[src/hdl/vne_pkg.sv]
// ----------------------------------------------------------------------------
// vne_pkg
// Types, codes and offset tables shared by the voxel neighbour enumerator.
// ----------------------------------------------------------------------------
`default_nettype none

package vne_pkg;

   // field widths fixed by the interface
   localparam int IDX_BITS       = 12;
   localparam int DIM_BITS       = 5;
   localparam int RANGE_BITS     = 16;
   localparam int CSR_INDEX_BITS = 3;
   localparam int CSR_DATA_BITS  = 16;

   // derived geometry widths
   localparam int DXY_BITS   = 2 * DIM_BITS;
   localparam int TOTAL_BITS = 3 * DIM_BITS;
   // neighbour index before truncation: centre plus at most one plane and row
   localparam int NIDX_BITS  = 14;

   // parameter defaults
   localparam int MAX_VOXELS_DEF = 4096;
   localparam int VALUE_BITS_DEF = 16;

   // neighbour slots walked per query
   localparam int SLOT_COUNT = 26;
   localparam int SLOT_BITS  = 5;

   // request kinds
   typedef enum logic [1:0] {
      CMD_WRITE   = 2'd0,
      CMD_ALL     = 2'd1,
      CMD_SMALLER = 2'd2,
      CMD_GREATER = 2'd3
   } cmd_type;

   // connectivity modes
   typedef enum logic [1:0] {
      CONN_FACE      = 2'd0,
      CONN_EDGE      = 2'd1,
      CONN_CORNER    = 2'd2,
      CONN_EIGHT_TWO = 2'd3
   } conn_type;

   // register indexes
   localparam logic [CSR_INDEX_BITS-1:0] CSR_DIM_X        = 3'd0;
   localparam logic [CSR_INDEX_BITS-1:0] CSR_DIM_Y        = 3'd1;
   localparam logic [CSR_INDEX_BITS-1:0] CSR_DIM_Z        = 3'd2;
   localparam logic [CSR_INDEX_BITS-1:0] CSR_CONNECTIVITY = 3'd3;
   localparam logic [CSR_INDEX_BITS-1:0] CSR_SLICES_ONLY  = 3'd4;
   localparam logic [CSR_INDEX_BITS-1:0] CSR_RANGE_MIN    = 3'd5;
   localparam logic [CSR_INDEX_BITS-1:0] CSR_RANGE_MAX    = 3'd6;

   // signed 2-bit offset codes
   localparam logic [1:0] OFF_M1 = 2'b11;
   localparam logic [1:0] OFF_Z  = 2'b00;
   localparam logic [1:0] OFF_P1 = 2'b01;

   // configuration registers
   typedef struct packed {
      logic [DIM_BITS-1:0]   dim_x;
      logic [DIM_BITS-1:0]   dim_y;
      logic [DIM_BITS-1:0]   dim_z;
      conn_type              connectivity;
      logic                  slices_only;
      logic [RANGE_BITS-1:0] range_min;
      logic [RANGE_BITS-1:0] range_max;
   } cfg_type;

   // classified request passed from front to back
   typedef struct packed {
      cmd_type             cmd;
      logic                ok;
      logic [DIM_BITS-1:0] cx;
      logic [DIM_BITS-1:0] cy;
      logic [DIM_BITS-1:0] cz;
   } q_ctrl_type;

   // neighbour offset
   typedef struct packed {
      logic [1:0] ox;
      logic [1:0] oy;
      logic [1:0] oz;
   } offset_type;

   typedef enum logic [1:0] {
      F_IDLE,
      F_DIV_X,
      F_DIV_Y,
      F_PUSH
   } f_state_type;

   typedef enum logic [2:0] {
      B_IDLE,
      B_CLATCH,
      B_WALK,
      B_DRAIN,
      B_FINISH
   } b_state_type;

   // offset of a neighbour slot in walk order
   function automatic offset_type slot_offset(input logic [SLOT_BITS-1:0] slot);
      offset_type            off;
      logic [SLOT_BITS-1:0]  base;
      logic [1:0]            k;
      logic                  is_face;
      logic                  is_diag;
      off     = '0;
      base    = '0;
      is_face = 1'b0;
      is_diag = 1'b0;
      case (slot) inside
         [5'd0:5'd3]: begin
            base = 5'd0;  is_face = 1'b1; off.oz = OFF_Z;
         end
         [5'd4:5'd7]: begin
            base = 5'd4;  is_diag = 1'b1; off.oz = OFF_Z;
         end
         5'd8: begin
            off.oz = OFF_M1;
         end
         5'd9: begin
            off.oz = OFF_P1;
         end
         [5'd10:5'd13]: begin
            base = 5'd10; is_face = 1'b1; off.oz = OFF_M1;
         end
         [5'd14:5'd17]: begin
            base = 5'd14; is_face = 1'b1; off.oz = OFF_P1;
         end
         [5'd18:5'd21]: begin
            base = 5'd18; is_diag = 1'b1; off.oz = OFF_M1;
         end
         [5'd22:5'd25]: begin
            base = 5'd22; is_diag = 1'b1; off.oz = OFF_P1;
         end
         default: begin
            off = '0;
         end
      endcase
      k = 2'(slot - base);
      if (is_face) begin
         case (k)
            2'd0:    begin off.ox = OFF_Z;  off.oy = OFF_M1; end
            2'd1:    begin off.ox = OFF_M1; off.oy = OFF_Z;  end
            2'd2:    begin off.ox = OFF_P1; off.oy = OFF_Z;  end
            default: begin off.ox = OFF_Z;  off.oy = OFF_P1; end
         endcase
      end
      if (is_diag) begin
         off.ox = k[0] ? OFF_P1 : OFF_M1;
         off.oy = k[1] ? OFF_P1 : OFF_M1;
      end
      return off;
   endfunction

   // whether a slot takes part for the given mode
   function automatic logic slot_enable(input logic [SLOT_BITS-1:0] slot,
                                        input conn_type conn,
                                        input logic slices);
      logic edge_up;
      logic en;
      edge_up = (conn == CONN_EDGE) || (conn == CONN_CORNER);
      case (slot) inside
         [5'd0:5'd3]:   en = slices ? edge_up : 1'b1;
         [5'd4:5'd7]:   en = slices ? (conn == CONN_CORNER) : (conn != CONN_FACE);
         [5'd8:5'd9]:   en = !slices;
         [5'd10:5'd17]: en = !slices && edge_up;
         [5'd18:5'd25]: en = !slices && (conn == CONN_CORNER);
         default:       en = 1'b0;
      endcase
      return en;
   endfunction

endpackage

`default_nettype wire

[src/hdl/vne_fifo.sv]
// ----------------------------------------------------------------------------
// vne_fifo
// Two-entry queue between the front and back parts.
// ----------------------------------------------------------------------------
`default_nettype none

module vne_fifo
   import vne_pkg::*;
#(
   parameter int WIDTH = 8
)
(
   input  wire              clock,
   input  wire              reset,
   input  wire              wr_valid,
   output logic             wr_ready,
   input  wire  [WIDTH-1:0] wr_data,
   output logic             rd_valid,
   input  wire              rd_ready,
   output logic [WIDTH-1:0] rd_data
);

   logic [WIDTH-1:0] entry_ff [2];
   logic             wr_ptr_ff, wr_ptr_in;
   logic             rd_ptr_ff, rd_ptr_in;
   logic [1:0]       count_ff, count_in;
   logic             do_wr;
   logic             do_rd;

   // pointer and fill bookkeeping
   always_comb begin
      wr_ready  = count_ff != 2'd2;
      rd_valid  = count_ff != 2'd0;
      rd_data   = entry_ff[rd_ptr_ff];
      do_wr     = wr_valid && wr_ready;
      do_rd     = rd_valid && rd_ready;
      wr_ptr_in = do_wr ? !wr_ptr_ff : wr_ptr_ff;
      rd_ptr_in = do_rd ? !rd_ptr_ff : rd_ptr_ff;
      count_in  = count_ff + {1'b0, do_wr} - {1'b0, do_rd};
   end

   always_ff @(posedge clock) begin
      if (reset) begin
         wr_ptr_ff <= 1'b0;
         rd_ptr_ff <= 1'b0;
         count_ff  <= 2'd0;
      end else begin
         wr_ptr_ff <= wr_ptr_in;
         rd_ptr_ff <= rd_ptr_in;
         count_ff  <= count_in;
      end
      if (do_wr) begin
         entry_ff[wr_ptr_ff] <= wr_data;
      end
   end

endmodule

`default_nettype wire

[config.mk]
export PLATFORM = sky130hd
export DESIGN_NAME = vne_fifo
export DESIGN_NICKNAME = d
export VERILOG_FILES = /design/src/hdl/vne_pkg.sv /design/src/hdl/vne_fifo.sv
export SDC_FILE = /design/constraint.sdc
export NUM_CORES = 1
export LEC_CHECK = 0
export ABC_AREA = 0
export BUFFER_PORTS_ARGS = -buffer_cell sky130_fd_sc_hd__buf_2
export CORE_UTILIZATION = 49
export CTS_CLUSTER_DIAMETER = 100
export DETAILED_ROUTE_END_ITERATION = 8
export GPL_ROUTABILITY_DRIVEN = 0
export MAX_ROUTING_LAYER = met4
export PLACE_DENSITY = 0.75
export SLEW_MARGIN = 30
export SYNTH_ARGS = -nofsm -noshare
export SYNTH_HDL_FRONTEND = slang
export SYNTH_SLANG_ARGS = --single-unit
[constraint.sdc]
create_clock -name clock -period 1.7 [get_ports clock]
set_input_delay 0 -clock clock [delete_from_list [all_inputs] [get_ports clock]]
set_output_delay 0 -clock clock [all_outputs]
set_load 0.02 [all_outputs]
### Word-level counts from Yosys, hierarchy flattened

Memory sizes are Yosys's and may differ from the RTL's. A register that Yosys moved wholly into a read port is not among the register bits.
Index checks and enable logic that the tools add are counted.

| word-level totals | value |
|---|---|
| logic and storage cells | 16 |
| RAM bits | 16 |
| flip-flop bits (word level) | 4 |
| memories kept | 1 |
| output and inout port bits | 10 |
| bits of input ports | 12 |

| operators by class | value |
|---|---|
| muxes and demuxes | 4 |
| reductions and logical operators | 5 |
| add/subtract/negate cells | 2 |
| equality and inequality tests | 1 |

Memory list:

| name | words | width | read ports | clocked after Yosys merged registers in | write ports | RTL line | RTL |
|---|---|---|---|---|---|---|---|
| entry_ff | 2 | 8 | 1 | 1 | 1 | vne_fifo.sv:23 | `logic [WIDTH-1:0] entry_ff [2];` |

Operators with widths:

| kind | number |
|---|---|
| 2-to-1 mux 1 bit | 4 |
| adder 2 x 1 -> 2 bit | 1 |
| logical AND 1 bit | 2 |
| zero test 1 bit | 2 |
| != test 2 bit, second input constant | 1 |
| nonzero test 2 bit | 1 |
| subtractor 2 x 1 -> 2 bit | 1 |

### Longest topological paths before layout

Gate-level depths: netlist of the first run.

| depth | value |
|---|---|
| depth after elaboration | 4 |
| gate-level depth with buffers | 6 |
| depth with buffers taken out | 6 |

### Worst setup path after synthesis of the first run

Ideal clock, no wire load.

| timing path | value |
|---|---|
| path type | reg2reg |
| from | register count_ff[0] |
| to | memory entry_ff[1][0] (enable) |
| cell stages (with the launch flop) | 3 |
| data arrival time | 1015 ps |
| required time | 1368 ps |
| clock period less this slack | 1347 ps |
| setup time | 332 ps |
| slack | 353 ps |
| path buffers | 0 |
| path through | dfxtp_1 > nand2b_1 > and3_1 |

| on the way | value |
|---|---|
| longest elaborated chain between the ends | 4 |

RTL lines:

| what | RTL line | RTL |
|---|---|---|
| start: declaration | vne_fifo.sv:26 | `logic [1:0] count_ff, count_in;` |
| start signal: assignment | vne_fifo.sv:50 | `count_ff <= count_in;` |
| != test 2 bit | vne_fifo.sv:32 | `wr_ready = count_ff != 2'd2;` |
| via wr_ready | vne_fifo.sv:16 | `output logic wr_ready,` |
| logical AND 1 bit | vne_fifo.sv:35 | `do_wr = wr_valid && wr_ready;` |
| 2-to-1 mux 1 bit | vne_fifo.sv:52 | `if (do_wr) begin` |
| 2-to-1 mux 1 bit (not written as such) | vne_fifo.sv:53 | `entry_ff[wr_ptr_ff] <= wr_data;` |
| end: declaration | vne_fifo.sv:23 |  |

The timed path passes the listed nets, and every way through them passes these cells.

### Worst setup path after layout of the first run

| timing path | value |
|---|---|
| from | register count_ff[1] |
| to | register count_ff[1] |

| on the way | value |
|---|---|
| longest elaborated chain between the ends | 4 |
| elaborated cells between the ends (all ways) | 6 |
| classes of those cells | add/sub (2); eq/ne (1); reduce/logical (3) |

RTL lines:

| what | RTL line | RTL |
|---|---|---|
| != test 2 bit | vne_fifo.sv:32 |  |
| logical AND 1 bit | vne_fifo.sv:35 |  |
| adder 2 x 1 -> 2 bit | vne_fifo.sv:39 | `count_in = count_ff + {1'b0, do_wr} - {1'b0, do_rd};` |
| subtractor 2 x 1 -> 2 bit * | vne_fifo.sv:39 |  |

Mark *: on every way between the ends. The rest lies on a longest branch, timed or not.
A chain may end at the register's enable or synchronous reset.

==> results.md, run 1 <==
* Max cap viols at 0
* Estimated wirelength of the detail-placed design at 865.3 µm
* Capturing element type of the critical path: flip-flop
* Maximum resistive drop on vdd at 0.0006457 V
* Overall overflow remaining after global route at 0
* Cells after synthesis at 54
* Critical path data required time at 1890 ps
* Post-route total power at 1.274 mW
* Number of antenna diodes at 0
* Primary flip-flop cell chosen by synthesis mapping: sky130_fd_sc_hd__edfxtp_1
* Sw power at 0.3831 mW
* Per-instance average area after synthesis at 15.41 µm²
* Cts bufs inserted at 3
* Critical path's largest stage delay at 440 ps
* First-pass GRT wire length at 2014 µm
* Transition time at the pin with the least slew margin at 358.4 ps
* Category of the worst setup path launch point: flip-flop
* Number of distinct standard cells referenced by the synthesized netlist at 23
* Run status: finished, final reports clean
* Design internal power at 0.8905 mW
* First DRT Iteration DRCs at 8
* Switching part of the total power at 0.3008
* Hold violation count in the final report at 0
* Sequential element share of the synthesized area at 0.6977
* Number of remaining DRC errors at 0
* Overall via count from detail_route at 542
* Antenna viol nets, final at 0
* Standard-cell row count at 14
* Max-Slew Margin vs Limit at 0.7578
* Power per standard cell area at 1190 nW/µm²
* Class of the tightest hold or removal check: primary input to flip-flop
* RSZ-0062 raised after global routing: false
* Routed length per instance at 12.07 µm
* Clock slew seen by the registers of the worst setup and hold paths at 110 ps
* Number of buffers added for setup after CTS at 0
* Sequential group share of total power at 0.534
* Source-to-sink clock delay at the later pin of the worst-skew pair at 300 ps
* CTS tree: built
* Vias per std cell at 5.262
* Period Utilization, post-route at 0.9005
* Synthesized net count at 67
* YS warnings at 0
* Max Fanout on Critical Path at 7
* Port-buffer cells at 21
* Max Root-Sink Buffers at 2
* I/O pin count at 22
* Highest-delay cell along the critical path: sky130_fd_sc_hd__dfxtp_1
* Layout overhead on the synthesized area at 28.57%
* Cts repair resizes at 0
* Largest net degree at the start of global routing at 13
* Critical Path, Cell by Cell: and2b_1 -> o21ba_2 -> nor2_1 -> ha_1 -> nor4_1 -> nor3_1
* Total negative slack at 0 ps
* Number of detailed-routing iterations run before antenna repair at 4
* Reported leakage power at 0.4312 nW
* Number of enable flip-flop cells after synthesis at 16
* Number of pins with negative max-slew slack in the final report at 0
* Layout Skew at 2.392 ps
* Die X-Extent at 43.21 µm
* Final routed wirelength across all metal layers at 1243 µm
* Height of the die at 43.21 µm
* Nets@finish at 101
* CTS sink cnt at 21
* Crit path time final at 1531 ps
* Combinational share of power at 0.284
* Number of setup violations in the final report at 0
* Setup CP Type: flip-flop to flip-flop
* Arrival @ worst endpoint at 1730 ps
* Share of final-layout standard cells stronger than drive strength 1 at 0.4138
* Total global-route track usage at 0.1567
* Initial Utilization at 0.5398
* Netlist area before placement at 832.0 µm²
* Share of async-settable or async-resettable flops after synthesis at 0
* Number of global-route vias before repair at 521
* Fmax at 0.6532 GHz
* H-tree level count at 1
* Clock share of power at 0.182
* Synthesized flop and latch total at 21
* Clock Root Buffer: sky130_fd_sc_hd__clkbuf_4
* Die Footprint at 1867 µm²
* Core footprint at 1541 µm²
* Initial antenna violation count at 0
-- logic make-up (layout without fill, tap and decap cells) --
group	count (synthesis)	count (layout)	share of synthesized area
buffers and inverters	2	35	0.01052
adders and majority gates	1	1	0.01504
xor gates and xnor gates	1	1	0.01053
AOI/OAI and AO/OA	6	6	0.05263
and+or+nand+nor	15	15	0.1053
DFF	21	21	0.6977
muxes	8	8	0.1083
-- power groups by stage --
stage                     combinational (mW)  clock (mW)  sequential, mW
after detailed placement               0.348           0           0.694
after global placement                 0.344           0           0.687
final                                  0.362       0.231           0.681
after global routing                   0.393       0.251           0.694
after floorplan                        0.275           0           0.663
after CTS                              0.366       0.240           0.682
-- state kept, by name, indices dropped and copies added, names as in the netlist, named ones only --
register	flops
entry_ff	16
count_ff	2
rd_ptr_ff	1
wr_ptr_ff	1
-- worst paths after layout --
check               from     endpoint  slack, ps  cells past startpoint
min             wr_valid    wr_ptr_ff         60                      3
min reg2reg    rd_ptr_ff    flip-flop        510                      2
max reg2reg  count_ff[1]  count_ff[1]        170                      6
max          count_ff[1]  count_ff[1]        170                      6
-- per-stage QoR --
stage                     worst slack (ps)  cell area (µm²)  hold slack [ps]    util  std cells
after floorplan                      353.4            832.0            69.07       -         54
after global placement               341.5            952.2            186.8  0.6177         90
after detailed placement             239.6            952.2            191.8  0.6177         90
after CTS                            217.3             1070            49.64  0.6940        103
after global routing                 94.70             1070            72.10  0.6940        103
final                                169.1             1070            61.00  0.6940        103
-- cells in the final DEF (no fill, tap or decap) --
cell,synthesis,routed
sky130_fd_sc_hd__ha_1,1,1
sky130_fd_sc_hd__nor4_1,1,1
sky130_fd_sc_hd__o31a_1,1,1
sky130_fd_sc_hd__mux2_2,8,8
sky130_fd_sc_hd__nor2_1,4,4
sky130_fd_sc_hd__edfxtp_1,16,16
sky130_fd_sc_hd__nand2b_1,1,1
sky130_fd_sc_hd__clkinv_2,0,1
sky130_fd_sc_hd__dlygate4sd3_1,0,9
sky130_fd_sc_hd__o21ai_0,2,2
sky130_fd_sc_hd__dfxtp_1,5,5
sky130_fd_sc_hd__nand3_1,1,1
sky130_fd_sc_hd__a21oi_1,1,1
sky130_fd_sc_hd__or2_2,1,1
sky130_fd_sc_hd__nor2b_1,1,1
sky130_fd_sc_hd__and3_1,2,2
sky130_fd_sc_hd__o21ba_2,1,1
sky130_fd_sc_hd__xor2_1,1,1
sky130_fd_sc_hd__clkbuf_4,0,3
sky130_fd_sc_hd__nand3b_1,1,1
sky130_fd_sc_hd__and2b_1,1,1
sky130_fd_sc_hd__buf_2,1,21
sky130_fd_sc_hd__a21bo_2,1,1
sky130_fd_sc_hd__inv_1,1,1
sky130_fd_sc_hd__nor3_1,1,1
sky130_fd_sc_hd__nor4bb_1,1,1
-- critical path, delay by kind of cell, from the launching register on --
family / cells / cell delay (ps)
compound gates: 1 / 150
fa+ha+maj: 1 / 190
flops: 1 / 440
simple gates: 4 / 640
-- cells in the mapped netlist, drive strengths merged, types with 2 or more instances --
library cell  instances  area (µm²)
and3                  2       12.51
edfxtp               16       480.5
mux2                  8       90.09
dfxtp                 5       100.1
nor2                  4       15.01
o21ai                 2       10.01
-- metal layers --
layer / part of all wire / wire length (µm) / vias to the layer above / track usage
li1: - / - / 271 / -
met1: 0.43 / 533 / 251 / 0.1573
met2: 0.50 / 626 / 16 / 0.2806
met3: 0.045 / 56 / 4 / 0.02553
met4: 0.021 / 26 / 0 / 0.09091
met5: 0 / 0 / - / -
-- cell type report --
class / instances / area [µm²]
repair buffers: 30 / 195.2
well taps: 16 / 20.02
flip-flops and latches: 21 / 580.6
inverters: 1 / 3.754
clock inverters: 1 / 5.005
clock buffers: 3 / 22.52
multi-input cells: 31 / 242.7
fillers: 115 / 471.7
-- what timing repair did --
| action | CTS | global route |
|---|---|---|
| hold buffers | 9 | 0 |
| endpoints found under the hold margin | 21 | 0 |
| setup endpoints to repair | 0 | 0 |
No activity file was read; power rests on OpenSTA's default activity.
==> run 2, diff against run 1 <==
CORE_UTILIZATION = 53   (was 49)
PLACE_DENSITY = 0.8   (was 0.75)
clock period = 1.92 ns   (was 1.7 ns; I/O delays follow)
==> run 2 against run 1 <==
Against the previous run: sequential share of layout area rose by 0.13 points; worst setup slack improved by 280 ps; fmax rose by 3.9%; clock-buffer cell count rose by 1; register-to-register slack improved by 280 ps; core utilization rose by 7.8 points; final area fell by 0.23%; worst hold slack improved by 7.2 ps; cell count fell by 0.97%.
==> results.md, run 2 (synthesis gave the netlist of run 1 again) <==
* Top reg by flops: entry_ff
* Critical path data required time at 2100 ps
* Regs by FF count: entry_ff (16), count_ff (2)
* CTS tree: built
* I/O pin count at 22
* Arrival @ worst endpoint at 1650 ps
* Final worst setup slack at 447.0 ps
* Commonest non-fill, non-tap cells in the layout: sky130_fd_sc_hd__buf_2, sky130_fd_sc_hd__edfxtp_1, sky130_fd_sc_hd__dlygate4sd3_1
* Number of global-route vias before repair at 533
* Layout overhead on the synthesized area at 28.27%
* Estimated wirelength of the detail-placed design at 858.7 µm
* Setup CP Type: flip-flop to flip-flop
* Worst flop-to-flop path startpoint: count_ff[1]
* Crit path time final at 1473 ps
* Number of pins with negative max-slew slack in the final report at 0
* Hold_buf cts at 9
* Die X-Extent at 41.62 µm
* Number of detailed-routing iterations run before antenna repair at 2
* Maximum resistive drop on vdd at 0.0008060 V
* H-tree level count at 1
* Period Utilization, post-route at 0.7672
* Power per standard cell area at 1054 nW/µm²
* Number of setup violations in the final report at 0
* Total negative slack at 0 ps
* Hold Crit Start: wr_valid
* Port-buffer cells at 21
* Pre-CTS setup slack at 467.3 ps
* Most common cell after layout, fill and taps aside: sky130_fd_sc_hd__buf_2
* Run status: finished, final reports clean
* Standard-cell row count at 13
* DR top layer: met3
* First-pass GRT wire length at 2242 µm
* Vias per std cell at 5.245
* RSZ-0062 raised after global routing: false
* Clock Root Buffer: sky130_fd_sc_hd__clkbuf_4
* Core footprint at 1383 µm²
* Clock slew seen by the registers of the worst setup and hold paths at 100 ps
* Max cap viols at 0
* Class of the tightest hold or removal check: primary input to flip-flop
* First DRT Iteration DRCs at 6
* Metal2 WL at 753 µm
* Reported leakage power at 0.4285 nW
* Filler Cell Count at 86
* Largest net degree at the start of global routing at 12
* Cts repair resizes at 0
* Hold violation count in the final report at 0
* Number of buffers added for setup after CTS at 0
* Number of flip-flops under the largest register name at 16
* Fmax at 0.6789 GHz
* Cts bufs inserted at 3
* CTS sink cnt at 21
* Height of the die at 41.62 µm
* Initial antenna violation count at 0
* Antenna viol nets, final at 0
* Initial Utilization at 0.6018
* Routed length per instance at 13.29 µm
* Number of antenna diodes at 0
* Max Fanout on Critical Path at 7
* Share of final-layout standard cells stronger than drive strength 1 at 0.4023
* Max-Slew Margin vs Limit at 0.7522
* Nets@finish at 101
* Length of routed wiring on met1 at 556 µm
* Number of remaining DRC errors at 0
* Setup crit start: count_ff[1]
* Category of the worst setup path launch point: flip-flop
* Setup slack of the worst register-to-register path at 450 ps
* Max Root-Sink Buffers at 2
* Final routed wirelength across all metal layers at 1356 µm
* Source-to-sink clock delay at the later pin of the worst-skew pair at 290 ps
* Transition time at the pin with the least slew margin at 366.8 ps
* Layout Skew at 6.074 ps
* Wire length on met3 at 46 µm
* Capturing element type of the critical path: flip-flop
* Overall overflow remaining after global route at 0
* Overall via count from detail_route at 535
* Total global-route track usage at 0.1756
* Die Footprint at 1732 µm²
## run 2: cell types whose count changed in the layout (fill, tap and decap cells not counted), sizes merged
| cell | before | now |
|---|---|---|
| clkinv | 1 | 0 |
| clkbuf | 3 | 4 |
## run 2: stage by stage
| step | std cells | hold WS [ps] | total power, mW | utilization | instance area [µm²] |
|---|---|---|---|---|---|
| floorplan | 54 | 69.07 | 0.8307 | - | 832.0 |
| global placement | 89 | 187.6 | 0.9117 | 0.6878 | 950.9 |
| detailed placement | 89 | 191.3 | 0.9260 | 0.6878 | 950.9 |
| CTS | 102 | 58.33 | 1.132 | 0.7719 | 1067 |
| global route | 102 | 108.0 | 1.179 | 0.7719 | 1067 |
| finish | 102 | 68.18 | 1.125 | 0.7719 | 1067 |
## run 2: path summary, 6_finish.rpt
kind            endpoint  cells past startpoint
max          count_ff[1]                      6
min reg2reg    flip-flop                      2
min            wr_ptr_ff                      3
max reg2reg  count_ff[1]                      6
## run 2: metal layers
| layer | up-vias | GRT usage |
|---|---|---|
| li1 | 270 | - |
| met1 | 253 | 0.1924 |
| met2 | 12 | 0.3313 |
| met3 | 0 | 0.02609 |
| met4 | 0 | 0.03871 |
| met5 | - | - |
## run 2: power by group
group | total, mW | switching [mW] | internal [mW]
logic | 0.325 | 0.168 | 0.156
clock network | 0.199 | 0.118 | 0.0806
registers | 0.602 | 0.0468 | 0.555
## run 2: worst max-delay path, cell delays in order, from the launching register on
cell and delay (ps):
sky130_fd_sc_hd__dfxtp_1 420, sky130_fd_sc_hd__and2b_1 200, sky130_fd_sc_hd__o21ba_2 150, sky130_fd_sc_hd__nor2_1 40, sky130_fd_sc_hd__ha_1 190, sky130_fd_sc_hd__nor4_1 290
sky130_fd_sc_hd__nor3_1 80
## run 2: final cells by class
cell class	count	area (µm²)	share of cell area
clock buffer	4	26.28	0.02462
tap	15	18.77	0.01759
timing repair buffer	30	195.2	0.1829
multi-input combinational	31	242.7	0.2274
inverter	1	3.754	0.003517
sequential	21	580.6	0.5440
