## src/hdl/vne_pkg.sv

```systemverilog
// ----------------------------------------------------------------------------
// vne_pkg
// Types, codes and offset tables shared by the voxel neighbour enumerator.
// ----------------------------------------------------------------------------
`default_nettype none

package vne_pkg;

   // field widths fixed by the interface
   localparam int IDX_BITS       = 12;
   localparam int DIM_BITS       = 5;
   localparam int RANGE_BITS     = 16;
   localparam int CSR_INDEX_BITS = 3;
   localparam int CSR_DATA_BITS  = 16;

   // derived geometry widths
   localparam int DXY_BITS   = 2 * DIM_BITS;
   localparam int TOTAL_BITS = 3 * DIM_BITS;
   // neighbour index before truncation: centre plus at most one plane and row
   localparam int NIDX_BITS  = 14;

   // parameter defaults
   localparam int MAX_VOXELS_DEF = 4096;
   localparam int VALUE_BITS_DEF = 16;

   // neighbour slots walked per query
   localparam int SLOT_COUNT = 26;
   localparam int SLOT_BITS  = 5;

   // request kinds
   typedef enum logic [1:0] {
      CMD_WRITE   = 2'd0,
      CMD_ALL     = 2'd1,
      CMD_SMALLER = 2'd2,
      CMD_GREATER = 2'd3
   } cmd_type;

   // connectivity modes
   typedef enum logic [1:0] {
      CONN_FACE      = 2'd0,
      CONN_EDGE      = 2'd1,
      CONN_CORNER    = 2'd2,
      CONN_EIGHT_TWO = 2'd3
   } conn_type;

   // register indexes
   localparam logic [CSR_INDEX_BITS-1:0] CSR_DIM_X        = 3'd0;
   localparam logic [CSR_INDEX_BITS-1:0] CSR_DIM_Y        = 3'd1;
   localparam logic [CSR_INDEX_BITS-1:0] CSR_DIM_Z        = 3'd2;
   localparam logic [CSR_INDEX_BITS-1:0] CSR_CONNECTIVITY = 3'd3;
   localparam logic [CSR_INDEX_BITS-1:0] CSR_SLICES_ONLY  = 3'd4;
   localparam logic [CSR_INDEX_BITS-1:0] CSR_RANGE_MIN    = 3'd5;
   localparam logic [CSR_INDEX_BITS-1:0] CSR_RANGE_MAX    = 3'd6;

   // signed 2-bit offset codes
   localparam logic [1:0] OFF_M1 = 2'b11;
   localparam logic [1:0] OFF_Z  = 2'b00;
   localparam logic [1:0] OFF_P1 = 2'b01;

   // configuration registers
   typedef struct packed {
      logic [DIM_BITS-1:0]   dim_x;
      logic [DIM_BITS-1:0]   dim_y;
      logic [DIM_BITS-1:0]   dim_z;
      conn_type              connectivity;
      logic                  slices_only;
      logic [RANGE_BITS-1:0] range_min;
      logic [RANGE_BITS-1:0] range_max;
   } cfg_type;

   // classified request passed from front to back
   typedef struct packed {
      cmd_type             cmd;
      logic                ok;
      logic [DIM_BITS-1:0] cx;
      logic [DIM_BITS-1:0] cy;
      logic [DIM_BITS-1:0] cz;
   } q_ctrl_type;

   // neighbour offset
   typedef struct packed {
      logic [1:0] ox;
      logic [1:0] oy;
      logic [1:0] oz;
   } offset_type;

   typedef enum logic [1:0] {
      F_IDLE,
      F_DIV_X,
      F_DIV_Y,
      F_PUSH
   } f_state_type;

   typedef enum logic [2:0] {
      B_IDLE,
      B_CLATCH,
      B_WALK,
      B_DRAIN,
      B_FINISH
   } b_state_type;

   // offset of a neighbour slot in walk order
   function automatic offset_type slot_offset(input logic [SLOT_BITS-1:0] slot);
      offset_type            off;
      logic [SLOT_BITS-1:0]  base;
      logic [1:0]            k;
      logic                  is_face;
      logic                  is_diag;
      off     = '0;
      base    = '0;
      is_face = 1'b0;
      is_diag = 1'b0;
      case (slot) inside
         [5'd0:5'd3]: begin
            base = 5'd0;  is_face = 1'b1; off.oz = OFF_Z;
         end
         [5'd4:5'd7]: begin
            base = 5'd4;  is_diag = 1'b1; off.oz = OFF_Z;
         end
         5'd8: begin
            off.oz = OFF_M1;
         end
         5'd9: begin
            off.oz = OFF_P1;
         end
         [5'd10:5'd13]: begin
            base = 5'd10; is_face = 1'b1; off.oz = OFF_M1;
         end
         [5'd14:5'd17]: begin
            base = 5'd14; is_face = 1'b1; off.oz = OFF_P1;
         end
         [5'd18:5'd21]: begin
            base = 5'd18; is_diag = 1'b1; off.oz = OFF_M1;
         end
         [5'd22:5'd25]: begin
            base = 5'd22; is_diag = 1'b1; off.oz = OFF_P1;
         end
         default: begin
            off = '0;
         end
      endcase
      k = 2'(slot - base);
      if (is_face) begin
         case (k)
            2'd0:    begin off.ox = OFF_Z;  off.oy = OFF_M1; end
            2'd1:    begin off.ox = OFF_M1; off.oy = OFF_Z;  end
            2'd2:    begin off.ox = OFF_P1; off.oy = OFF_Z;  end
            default: begin off.ox = OFF_Z;  off.oy = OFF_P1; end
         endcase
      end
      if (is_diag) begin
         off.ox = k[0] ? OFF_P1 : OFF_M1;
         off.oy = k[1] ? OFF_P1 : OFF_M1;
      end
      return off;
   endfunction

   // whether a slot takes part for the given mode
   function automatic logic slot_enable(input logic [SLOT_BITS-1:0] slot,
                                        input conn_type conn,
                                        input logic slices);
      logic edge_up;
      logic en;
      edge_up = (conn == CONN_EDGE) || (conn == CONN_CORNER);
      case (slot) inside
         [5'd0:5'd3]:   en = slices ? edge_up : 1'b1;
         [5'd4:5'd7]:   en = slices ? (conn == CONN_CORNER) : (conn != CONN_FACE);
         [5'd8:5'd9]:   en = !slices;
         [5'd10:5'd17]: en = !slices && edge_up;
         [5'd18:5'd25]: en = !slices && (conn == CONN_CORNER);
         default:       en = 1'b0;
      endcase
      return en;
   endfunction

endpackage

`default_nettype wire

```

## src/hdl/vne_front.sv

```systemverilog
// ----------------------------------------------------------------------------
// vne_front
// Accepts requests and splits a query's linear index into x, y and z with
// a shared one-bit-a-cycle divider, then queues the classified request.
// ----------------------------------------------------------------------------
`default_nettype none

module vne_front
   import vne_pkg::*;
#(
   parameter int VALUE_BITS = VALUE_BITS_DEF,
   parameter int MAX_VOXELS = MAX_VOXELS_DEF
)
(
   input  wire                     clock,
   input  wire                     reset,
   input  wire                     in_valid,
   output logic                    in_ready,
   input  cmd_type                 in_cmd,
   input  wire  [IDX_BITS-1:0]     in_index,
   input  wire  [VALUE_BITS-1:0]   in_value,
   input  cfg_type                 cfg,
   input  wire  [TOTAL_BITS-1:0]   total,
   output logic                    push_valid,
   input  wire                     push_ready,
   output q_ctrl_type              push_ctrl,
   output logic [IDX_BITS-1:0]     push_index,
   output logic [VALUE_BITS-1:0]   push_value
);

   localparam int CNT_BITS = $clog2(IDX_BITS);

   f_state_type               state_ff, state_in;
   cmd_type                   cmd_ff, cmd_in;
   logic [IDX_BITS-1:0]       idx_ff, idx_in;
   logic [VALUE_BITS-1:0]     value_ff, value_in;
   logic [IDX_BITS-1:0]       div_n_ff, div_n_in;
   logic [DIM_BITS-1:0]       div_r_ff, div_r_in;
   logic [CNT_BITS-1:0]       cnt_ff, cnt_in;
   logic [DIM_BITS-1:0]       cx_ff, cx_in;
   logic [DIM_BITS-1:0]       cy_ff, cy_in;
   logic [DIM_BITS-1:0]       cz_ff, cz_in;

   logic                      take;
   logic                      cnt_last;
   logic [DIM_BITS-1:0]       divisor;
   logic [DIM_BITS:0]         rem_t;
   logic                      ge;
   logic [DIM_BITS-1:0]       rem_nx;
   logic [IDX_BITS-1:0]       quo_nx;
   logic                      centre_ok;

   // restoring divider step
   always_comb begin
      divisor  = (state_ff == F_DIV_X) ? cfg.dim_x : cfg.dim_y;
      rem_t    = {div_r_ff, div_n_ff[IDX_BITS-1]};
      ge       = rem_t >= {1'b0, divisor};
      rem_nx   = ge ? DIM_BITS'(rem_t - {1'b0, divisor}) : rem_t[DIM_BITS-1:0];
      quo_nx   = {div_n_ff[IDX_BITS-2:0], ge};
      cnt_last = cnt_ff == CNT_BITS'(IDX_BITS - 1);
   end

   // next state
   always_comb begin
      state_in = state_ff;
      unique case (state_ff)
         F_IDLE: begin
            if (in_valid) begin
               state_in = (in_cmd == CMD_WRITE) ? F_PUSH : F_DIV_X;
            end
         end
         F_DIV_X: begin
            if (cnt_last) state_in = F_DIV_Y;
         end
         F_DIV_Y: begin
            if (cnt_last) state_in = F_PUSH;
         end
         F_PUSH: begin
            if (push_ready) state_in = F_IDLE;
         end
         default: state_in = F_IDLE;
      endcase
   end

   // handshake outputs
   always_comb begin
      in_ready   = state_ff == F_IDLE;
      push_valid = state_ff == F_PUSH;
   end

   // centre must lie in a volume that fits the store
   always_comb begin
      centre_ok = (total != '0)
               && ({17'b0, total} <= 32'(MAX_VOXELS))
               && ({3'b0, idx_ff} < total);
      push_ctrl.cmd = cmd_ff;
      push_ctrl.ok  = centre_ok;
      push_ctrl.cx  = cx_ff;
      push_ctrl.cy  = cy_ff;
      push_ctrl.cz  = cz_ff;
      push_index    = idx_ff;
      push_value    = value_ff;
   end

   // datapath
   always_comb begin
      take     = in_valid && in_ready;
      cmd_in   = cmd_ff;
      idx_in   = idx_ff;
      value_in = value_ff;
      div_n_in = div_n_ff;
      div_r_in = div_r_ff;
      cnt_in   = cnt_ff;
      cx_in    = cx_ff;
      cy_in    = cy_ff;
      cz_in    = cz_ff;
      if (take) begin
         cmd_in   = in_cmd;
         idx_in   = in_index;
         value_in = in_value;
         div_n_in = in_index;
         div_r_in = '0;
         cnt_in   = '0;
      end else if (state_ff == F_DIV_X || state_ff == F_DIV_Y) begin
         div_n_in = quo_nx;
         div_r_in = rem_nx;
         cnt_in   = cnt_ff + 1'b1;
         if (cnt_last) begin
            div_r_in = '0;
            cnt_in   = '0;
            if (state_ff == F_DIV_X) begin
               cx_in = rem_nx;
            end else begin
               cy_in = rem_nx;
               cz_in = quo_nx[DIM_BITS-1:0];
            end
         end
      end
   end

   always_ff @(posedge clock) begin
      if (reset) begin
         state_ff <= F_IDLE;
      end else begin
         state_ff <= state_in;
      end
      cmd_ff   <= cmd_in;
      idx_ff   <= idx_in;
      value_ff <= value_in;
      div_n_ff <= div_n_in;
      div_r_ff <= div_r_in;
      cnt_ff   <= cnt_in;
      cx_ff    <= cx_in;
      cy_ff    <= cy_in;
      cz_ff    <= cz_in;
   end

endmodule

`default_nettype wire

```

## config.mk

```make
export PLATFORM = sky130hd
export DESIGN_NAME = vne_front
export DESIGN_NICKNAME = d
export VERILOG_FILES = /design/src/hdl/vne_pkg.sv /design/src/hdl/vne_front.sv
export SDC_FILE = /design/constraint.sdc
export NUM_CORES = 1
export LEC_CHECK = 0
export ABC_AREA = 0
export BUFFER_PORTS_ARGS = -buffer_cell sky130_fd_sc_hd__buf_4
export CORE_MARGIN = 8
export CORE_UTILIZATION = 50
export CTS_CLUSTER_SIZE = 24
export DETAILED_ROUTE_END_ITERATION = 10
export PLACE_DENSITY = 0.95
export SLEW_MARGIN = 5
export SYNTH_ARGS = -nofsm -noshare
export SYNTH_HDL_FRONTEND = slang
export SYNTH_SLANG_ARGS = --single-unit
```

## constraint.sdc

```tcl
create_clock -name clock -period 9 [get_ports clock]
set_input_delay 0.9 -clock clock [delete_from_list [all_inputs] [get_ports clock]]
set_output_delay 0.9 -clock clock [all_outputs]
set_load 0.05 [all_outputs]
```

Word level (Yosys, flattened, before mapping) --
Cells that the tools add are included. Widths: inputs -> output; s select.
Word-level totals: flip-flop bits (word level) 68, bits of input ports 99, logic and storage cells 48
Cells by class: add/subtract/negate cells 2, magnitude comparators 3, eq/ne operators 8, muxes and demuxes 12, bitwise gates (word level) 2, reduce and logical (&&, ||, !) cells 11
Operators by type and width (count):
- $mux 12 | 2
- $le 15x13->1 const B | 1
- $lt 12x15->1 | 1
- $mux 5 | 3
- $reduce_bool 15->1 | 1
- $reduce_and 4->1 | 3
- $mux 2 | 5
- $pmux 2 s4 | 1
- $ge 6x5->1 | 1
- $ne 2x2->1 const B | 3
- $sub 5x5->5 | 1
- $add 4x1->4 const B | 1
- $eq 2x2->1 const B | 2
- $eq 4x4->1 const B | 1
- $logic_not 2->1 | 2
- $mux 4 | 1
- $logic_and 1x1->1 | 3
- $eq 2x1->1 const B | 1
- $ne 2x1->1 const B | 1
- $not 1->1 | 2
- $reduce_bool 2->1 | 1
- $logic_or 1x1->1 | 1

Longest topological paths before layout --
Gate-level depths: netlist (run 1).
depth in word-level cells 5, gate-level depth with buffers 11

Worst setup path after synthesis (run 1) --
OpenSTA, ideal clock, no wires.
path kind flip-flop to flip-flop, from reg state_ff[0], to reg cy_ff[0], enable pin, arrival time 2.518 ns, setup slack 6.074 ns, stages on the path, launching flop included 6, path through dfxtp_1 inv_1 ha_1 nand2_1 clkinv_1 nor4b_1
On the way: longest elaborated chain between the ends 4, elaborated cells between the ends (all ways) 8, classes of those cells 2 x eq/ne; 2 x bitwise; 4 x reduce/logical
Ends and longest elaborated chain:
- start: declaration | line vne_front.sv:33 | f_state_type state_ff, state_in;
- start signal: assignment | line vne_front.sv:145 | state_ff <= state_in;
- $logic_not 2->1 | line vne_front.sv:87 | in_ready = state_ff == F_IDLE;
- named net in_ready | line vne_front.sv:18 | output logic in_ready,
- $logic_and 1x1->1 | line vne_front.sv:107 | take = in_valid && in_ready;
- $not 1->1 (no line)
- $reduce_and 4->1 (no line)
- end signal: assignment | line vne_front.sv:154 | cy_ff <= cy_in;
- end: declaration | line vne_front.sv:41 | logic [DIM_BITS-1:0] cy_ff, cy_in;
The timed path passes the listed nets, and every way through them passes these cells. A chain may end at the register's enable or synchronous reset.

==> impl_metrics.tcl, run 1 <==
set metrics [dict create \
    status "finished, final reports clean" \
    drc 0 \
    ys_seq_area_share_pct 62.99 \
    rsz0062_at_grt "no" \
    dr.pass1.iters 4 \
    path_delay_family "compound AO/OA/AOI/OAI gates" \
    slowest_delay_ns 0.31 \
    wl_mm 7.564 \
    min_path_type "reg -> reg" \
    async_flop_share_pct 0 \
    regArea_sq_um 1932 \
    cp.required_ns 8.10 \
    slew_viol_final 0 \
    antenna_found_initial 0 \
    post_cts_buffers 0 \
    syn_area_sq_um 3067 \
    synth_fp_nets 358 \
    grt_pass1_wl_mm 11.50 \
    cp-end-kind "output port" \
    cts_repair_resize_count 0 \
    grt_usage_pct 16.84 \
    dieWidth_um 94.32 \
    crit_slowest_cell "ha_1" \
    worst_skew_pair.late_latency_ns 0.33 \
    fill_cells 406 \
    layout_worst_path_cycle_share_pct 34.23 \
    crit_buf_inv 3 \
    yosys_register_bits 68 \
    p_leak_nw 1.855 \
    setup_tns_ns 0 \
    yosys-top-cells-count "57 x edfxtp_1, 40 x nand2_1, 22 x ha_1" \
    h-tree-depth 3 \
    postSynthAreaPerCell_sq_um 12.99 \
    p_total_mw 1.240 \
    synth_cell_types 42 \
    fmax_ghz 0.3246 \
    netlist_instances 236 \
    tritoncts "built" \
    antenna_cells 0 \
    dp_hpwl_mm 5.598 \
    r2r_cells 10 \
    yosysWarnings 0 \
    cts_sinks 68 \
    cap_violations 0 \
    fin_cells 429 \
    min_delay_path_depth 0 \
    placedCellCount 413 \
    vias_per_cell 5.261 \
    slew_headroom_pct 18.81 \
    drive_gt1_share_pct 37.85 \
    multiInputGateArea_sq_um 1046 \
    setup_violations 0 \
    cp-start-kind "primary input" \
    finalWeightedCongestion 0.8613 \
    peakVddDrop_v 0.0001953 \
    core_region_area_sq_um 5921 \
    worst_pin_slew_ns 1.215 \
    via_count 2257 \
    critPathKind "in -> out" \
    clk_pin_slew_ns 0.07 \
    buffer_ports.inserted 106 \
    die-area_sq_um 8895 \
    synth_flop_cell "edfxtp_1" \
    yosysMostFrequentCell "edfxtp_1" \
    synth_edf_count 57 \
    drt-initial-drc-count 63 \
    io_pins 147 \
    hold_viol 0 \
    final_core_util_pct 70.69 \
    synth_top_area_cell "edfxtp_1" \
    clk_path_buf_depth 2 \
    initial_core_util_pct 51.80 \
    syn2layout_area_growth_pct 36.47 \
    p_per_area_nw_per_um2 296.4 \
    grt_start_max_net_pins 48 \
    overflow 0 \
    grt_pass1_vias 2348 \
    root_buffer "clkbuf_8" \
    rows 28 \
    synthTopCellsByArea "edfxtp_1 56%, ha_1 9.0%, dfxtp_1 7.2%, nand2_1 4.9%, inv_1 2.2%" \
    final_nets 471 \
    final_antenna_net_count 0 \
    fp.dieH_um 94.32 \
    cp_cell_sequence "buf_4 > inv_1 > ha_1 > a211oi_1 > nor2_1 > nor2_1 > o21ai_0 > a21oi_1 > buf_4" \
    fin_skew_ns 0.005463 \
    wl_per_cell_um 17.63 \
    cp.arrival_ns 2.18 \
    numCtsBuffers 9 \
    crit_fanout 2 \
    netlist.area_leader.share_pct 55.81 \
    hold_buffers 0 \
    fin_crit_ns 3.081 \
    cp_num_cells 9 \
]
[power by group]
group	switching [mW]	internal, mW	total [mW]
Clock	0.113	0.185	0.297
Combinational	0.298	0.160	0.458
Sequential	0.0345	0.450	0.485
[final timing paths]
kind | slack, ns | start | endpoint
setup / recovery | 5.92 | total[4] | push_ctrl[15]
hold / removal | 0.45 | div_n_ff[3]$_DFFE_PP_ | cz_ff[4]$_DFFE_PP_
setup reg to reg | 5.93 | state_ff[1]$_SDFFE_PP0P_ | div_r_ff[3]$_SDFFE_PP0N_
hold reg to reg | 0.45 | div_n_ff[3]$_DFFE_PP_ | cz_ff[4]$_DFFE_PP_
[worst reg2reg max path, stage by stage (launching register included)]
cell,delay [ns]
dfxtp_1,0.33
inv_1,0.12
ha_1,0.41
mux2_2,0.39
ha_1,0.20
fa_1,0.42
nand2b_2,0.22
a21oi_2,0.14
nand3b_4,0.21
mux2_4,0.33
a22o_1,0.20
[cells in the final DEF (no fill, tap or decap), drive strengths merged, types with 2 or more instances in the layout]
master / instances
dfxtp: 11
mux2: 6
nor2: 10
inv: 19
nor3: 2
buf: 107
nand2: 40
nor4: 4
a211oi: 6
nand3: 4
clkbuf: 10
mux2i: 6
a22o: 5
bufinv: 3
clkinv: 2
o21ai: 6
a21o: 2
edfxtp: 57
ha: 22
a21oi: 8
nand3b: 3
nor2b: 2
nand2b: 5
[layer usage]
layer | part of all wire [%] | GRT usage, % | wire length, um
met1 | 35 | 16.49 | 2657
met2 | 55 | 31.52 | 4135
met3 | 7.2 | 4.157 | 541
met4 | 3.0 | 9.247 | 229
met5 | 0 | 0 | 0
[logic make-up after synthesis]
logic type               synth area share [%]
AO/OA/AOI/OAI                           7.303
XOR/XNOR                               0.5713
adder cells (fa/ha/maj)                 9.629
buffers and inverters                   3.100
flip-flops                              62.99
multiplexers                            4.406
AND/OR/NAND/NOR                         12.00
[area by class of cell]
type / instances / share of cell area [%]
Sequential cell: 68 / 46.16
Multi-Input combinational cell: 144 / 24.99
Timing Repair Buffer: 107 / 19.19
Clock buffer: 10 / 3.049
Clock inverter: 6 / 2.661
Tap cell: 75 / 2.242
Inverter: 19 / 1.704
[per-stage QoR]
stage	setup WS (ns)	area, sq um	hold slack (ns)
floorplan	6.074	3067	0.4262
global placement	5.961	3946	0.4338
detailed placement	5.894	3946	0.4350
CTS	5.901	4185	0.4530
global route	5.724	4185	0.4702
finish	5.919	4185	0.4523
[flip-flops by register name, summed over array words and instances, names as in the netlist]
register and flops:
cmd_ff 2, cnt_ff 4, cx_ff 5, cy_ff 5
cz_ff 5, div_n_ff 12, div_r_ff 5, push_index 12
push_value 16, state_ff 2
Note: power is estimated with default switching activity, not from simulation.
==> run 2, diff against run 1 <==
ABC_AREA = 1   (was 0)
CORE_UTILIZATION = 42   (was 50)
PLACE_DENSITY = 0.85   (was 0.95)
clock period = 2.8 ns   (was 9 ns; I/O delays follow)
==> impl_metrics.tcl, run 2 <==
set metrics [dict create \
    status "finished, final reports clean" \
    cts_sinks 68 \
    synth_cell_types 34 \
    grt_usage_pct 13.69 \
    p_per_area_nw_per_um2 977.4 \
    setup_violations 0 \
    netlist.area_leader.share_pct 53.79 \
    grtUsageMet2_pct 24.57 \
    die-area_sq_um 10620 \
    syn2layout_area_growth_pct 37.12 \
    hold_viol 0 \
    p_total_mw 4.264 \
    critPathKind "reg -> reg" \
    r2r_slack_ns 0.16 \
    grt_start_max_net_pins 30 \
    wl_mm 7.355 \
    switchingPower_mw 1.621 \
    netlist_instances 295 \
    peakVddDrop_v 0.0003949 \
    fin_crit_ns 2.639 \
    placedCellCount 500 \
    yosysMostFrequentCell "nand2_1" \
    cp.required_ns 2.87 \
    p_leak_nw 2.026 \
    cp-start-kind "flip-flop" \
    r2r_cells 11 \
    mostFrequentLayoutCells "111 x buf_4, 81 x nand2_1, 57 x edfxtp_1" \
    rows 31 \
    overflow 0 \
    wl_per_cell_um 14.23 \
    r2r_end "cx_ff[0]$_DFFE_PP_" \
    synth_top_area_cell "edfxtp_1" \
    grt_pass1_wl_mm 11.04 \
    comb_power_share_pct 40.1 \
    h-tree-depth 3 \
    crit_fanout 7 \
    finalWeightedCongestion 0.8413 \
    slew_viol_final 0 \
    hold_buffers 0 \
    pwr-share-clk_pct 22.5 \
    synth_flop_cell "edfxtp_1" \
    synth_edf_count 57 \
    rsz0062_at_grt "no" \
    syn_area_sq_um 3182 \
    min_to "push_value[14]$_DFFE_PP_" \
    worst_pin_slew_ns 0.4478 \
    fin_skew_ns 0.008730 \
    tritoncts "built" \
    fin_cells 517 \
    io_pins 147 \
    yosysWarnings 0 \
    drive_gt1_share_pct 34.21 \
    slew_headroom_pct 70.04 \
    fmax_ghz 0.3789 \
    numCtsBuffers 9 \
    grt_pass1_vias 2470 \
    post_cts_buffers 0 \
    final_nets 535 \
    vias_per_cell 4.619 \
    synth_fp_nets 417 \
    min_delay_path_depth 1 \
    clk_path_buf_depth 2 \
    yosys_register_bits 68 \
    largest_reg_flops 16 \
    drt-initial-drc-count 59 \
    cp-end-kind "flip-flop" \
    setup_tns_ns 0 \
    core_region_area_sq_um 7292 \
    seqPwrFrac_pct 37.4 \
    async_flop_share_pct 0 \
    cp.arrival_ns 2.71 \
    layout_worst_path_cycle_share_pct 94.26 \
    top_usage_layer "met2" \
    via_count 2388 \
    min_path_type "in -> reg" \
    dp_hpwl_mm 5.847 \
    dr.pass1.iters 4 \
    worst_skew_pair.late_latency_ns 0.33 \
    grt_use_met1_pct 14.08 \
    fp.dieH_um 103.0 \
    ys_seq_area_share_pct 60.72 \
    dieWidth_um 103.0 \
    antenna_cells 0 \
    final_antenna_net_count 0 \
    postSynthAreaPerCell_sq_um 10.79 \
    hold_start "in_value[14]" \
    cap_violations 0 \
    p_int_mw 2.644 \
    yosys-top-cells-count "81 x nand2_1, 57 x edfxtp_1, 31 x inv_1" \
    layout_commonest_cell "buf_4" \
    holdWs_ns 0.1221 \
    grt_util_met3_pct 4.321 \
    drc 0 \
    rr_startpoint "state_ff[1]$_SDFFE_PP0P_" \
    fill_cells 615 \
    cts_repair_resize_count 0 \
    buffer_ports.inserted 106 \
    switching_share_pct 38.00 \
    root_buffer "clkbuf_8" \
    synthTopCellsByArea "edfxtp_1 54%, nand2_1 9.6%, ha_1 8.7%, dfxtp_1 6.9%, inv_1 3.7%" \
    initial_core_util_pct 43.63 \
    clk_pin_slew_ns 0.08 \
    antenna_found_initial 0 \
]
-- run 2: metal layers --
metal	vias to the layer above	share of wire (%)
met2	88	50
met5	-	0
met4	0	1.5
met1	1067	40
met3	10	8.4
li1	1223	-
-- run 2: worst max-delay path by stage --
stage                                   startpoint                 end  cells after the start
after floorplan           state_ff[0]$_SDFFE_PP0P_  cy_ff[0]$_DFFE_PP_                      5
after global placement    state_ff[1]$_SDFFE_PP0P_  cy_ff[2]$_DFFE_PP_                     11
after detailed placement  state_ff[1]$_SDFFE_PP0P_  cy_ff[2]$_DFFE_PP_                     11
after CTS                 state_ff[1]$_SDFFE_PP0P_  cy_ff[2]$_DFFE_PP_                     11
after global routing      state_ff[1]$_SDFFE_PP0P_  cy_ff[2]$_DFFE_PP_                     11
final                     state_ff[1]$_SDFFE_PP0P_  cx_ff[0]$_DFFE_PP_                     11
-- run 2: cells by family after synthesis --
kind of cell | after synthesis | share of synthesized area [%]
buffers and inverters | 37 | 4.562
muxes | 4 | 1.298
xor gates and xnor gates | 2 | 0.5506
and+or+nand+nor | 145 | 20.96
adders and majority gates | 23 | 9.280
DFF | 68 | 60.72
AOI/OAI and AO/OA | 16 | 2.635
-- run 2: through the flow --
step / setup WS, ns / utilization (%) / cell area, sq um
global placement: 0.2898 / 56.45 / 4116
finish: 0.1607 / 59.83 / 4363
CTS: 0.1862 / 59.73 / 4355
floorplan: 0.1707 / - / 3182
global route: 0.02500 / 59.83 / 4363
detailed placement: 0.2033 / 56.45 / 4116
-- run 2: power groups by stage --
stage	Sequential (mW)	Clock, mW	Combinational, mW
finish	1.60	0.958	1.71
global route	1.62	1.02	1.89
CTS	1.60	0.975	1.71
detailed placement	1.62	0	1.71
global placement	1.60	0	1.65
floorplan	1.92	0	0.906
-- run 2: worst max-delay path, stage by stage, from the launching register on --
cell and delay [ns]:
dfxtp_1 0.33, inv_1 0.13, ha_1 0.20, mux2_2 0.34, ha_1 0.22, fa_1 0.41
nand3b_1 0.21, nand2_1 0.13, nand2_4 0.09, nand2_4 0.10, nand2_1 0.06, and2_1 0.16
-- run 2: area by class of cell --
| cell class | instances | area, sq um | area share (%) |
|---|---|---|---|
| flip-flops and latches | 68 | 1932 | 44.28 |
| multi-input cells | 190 | 1111 | 25.47 |
| repair buffers | 111 | 833.3 | 19.10 |
| clock buffers | 10 | 127.6 | 2.925 |
| inverters | 33 | 123.9 | 2.839 |
| well taps | 99 | 123.9 | 2.839 |
| clock inverters | 6 | 111.4 | 2.552 |
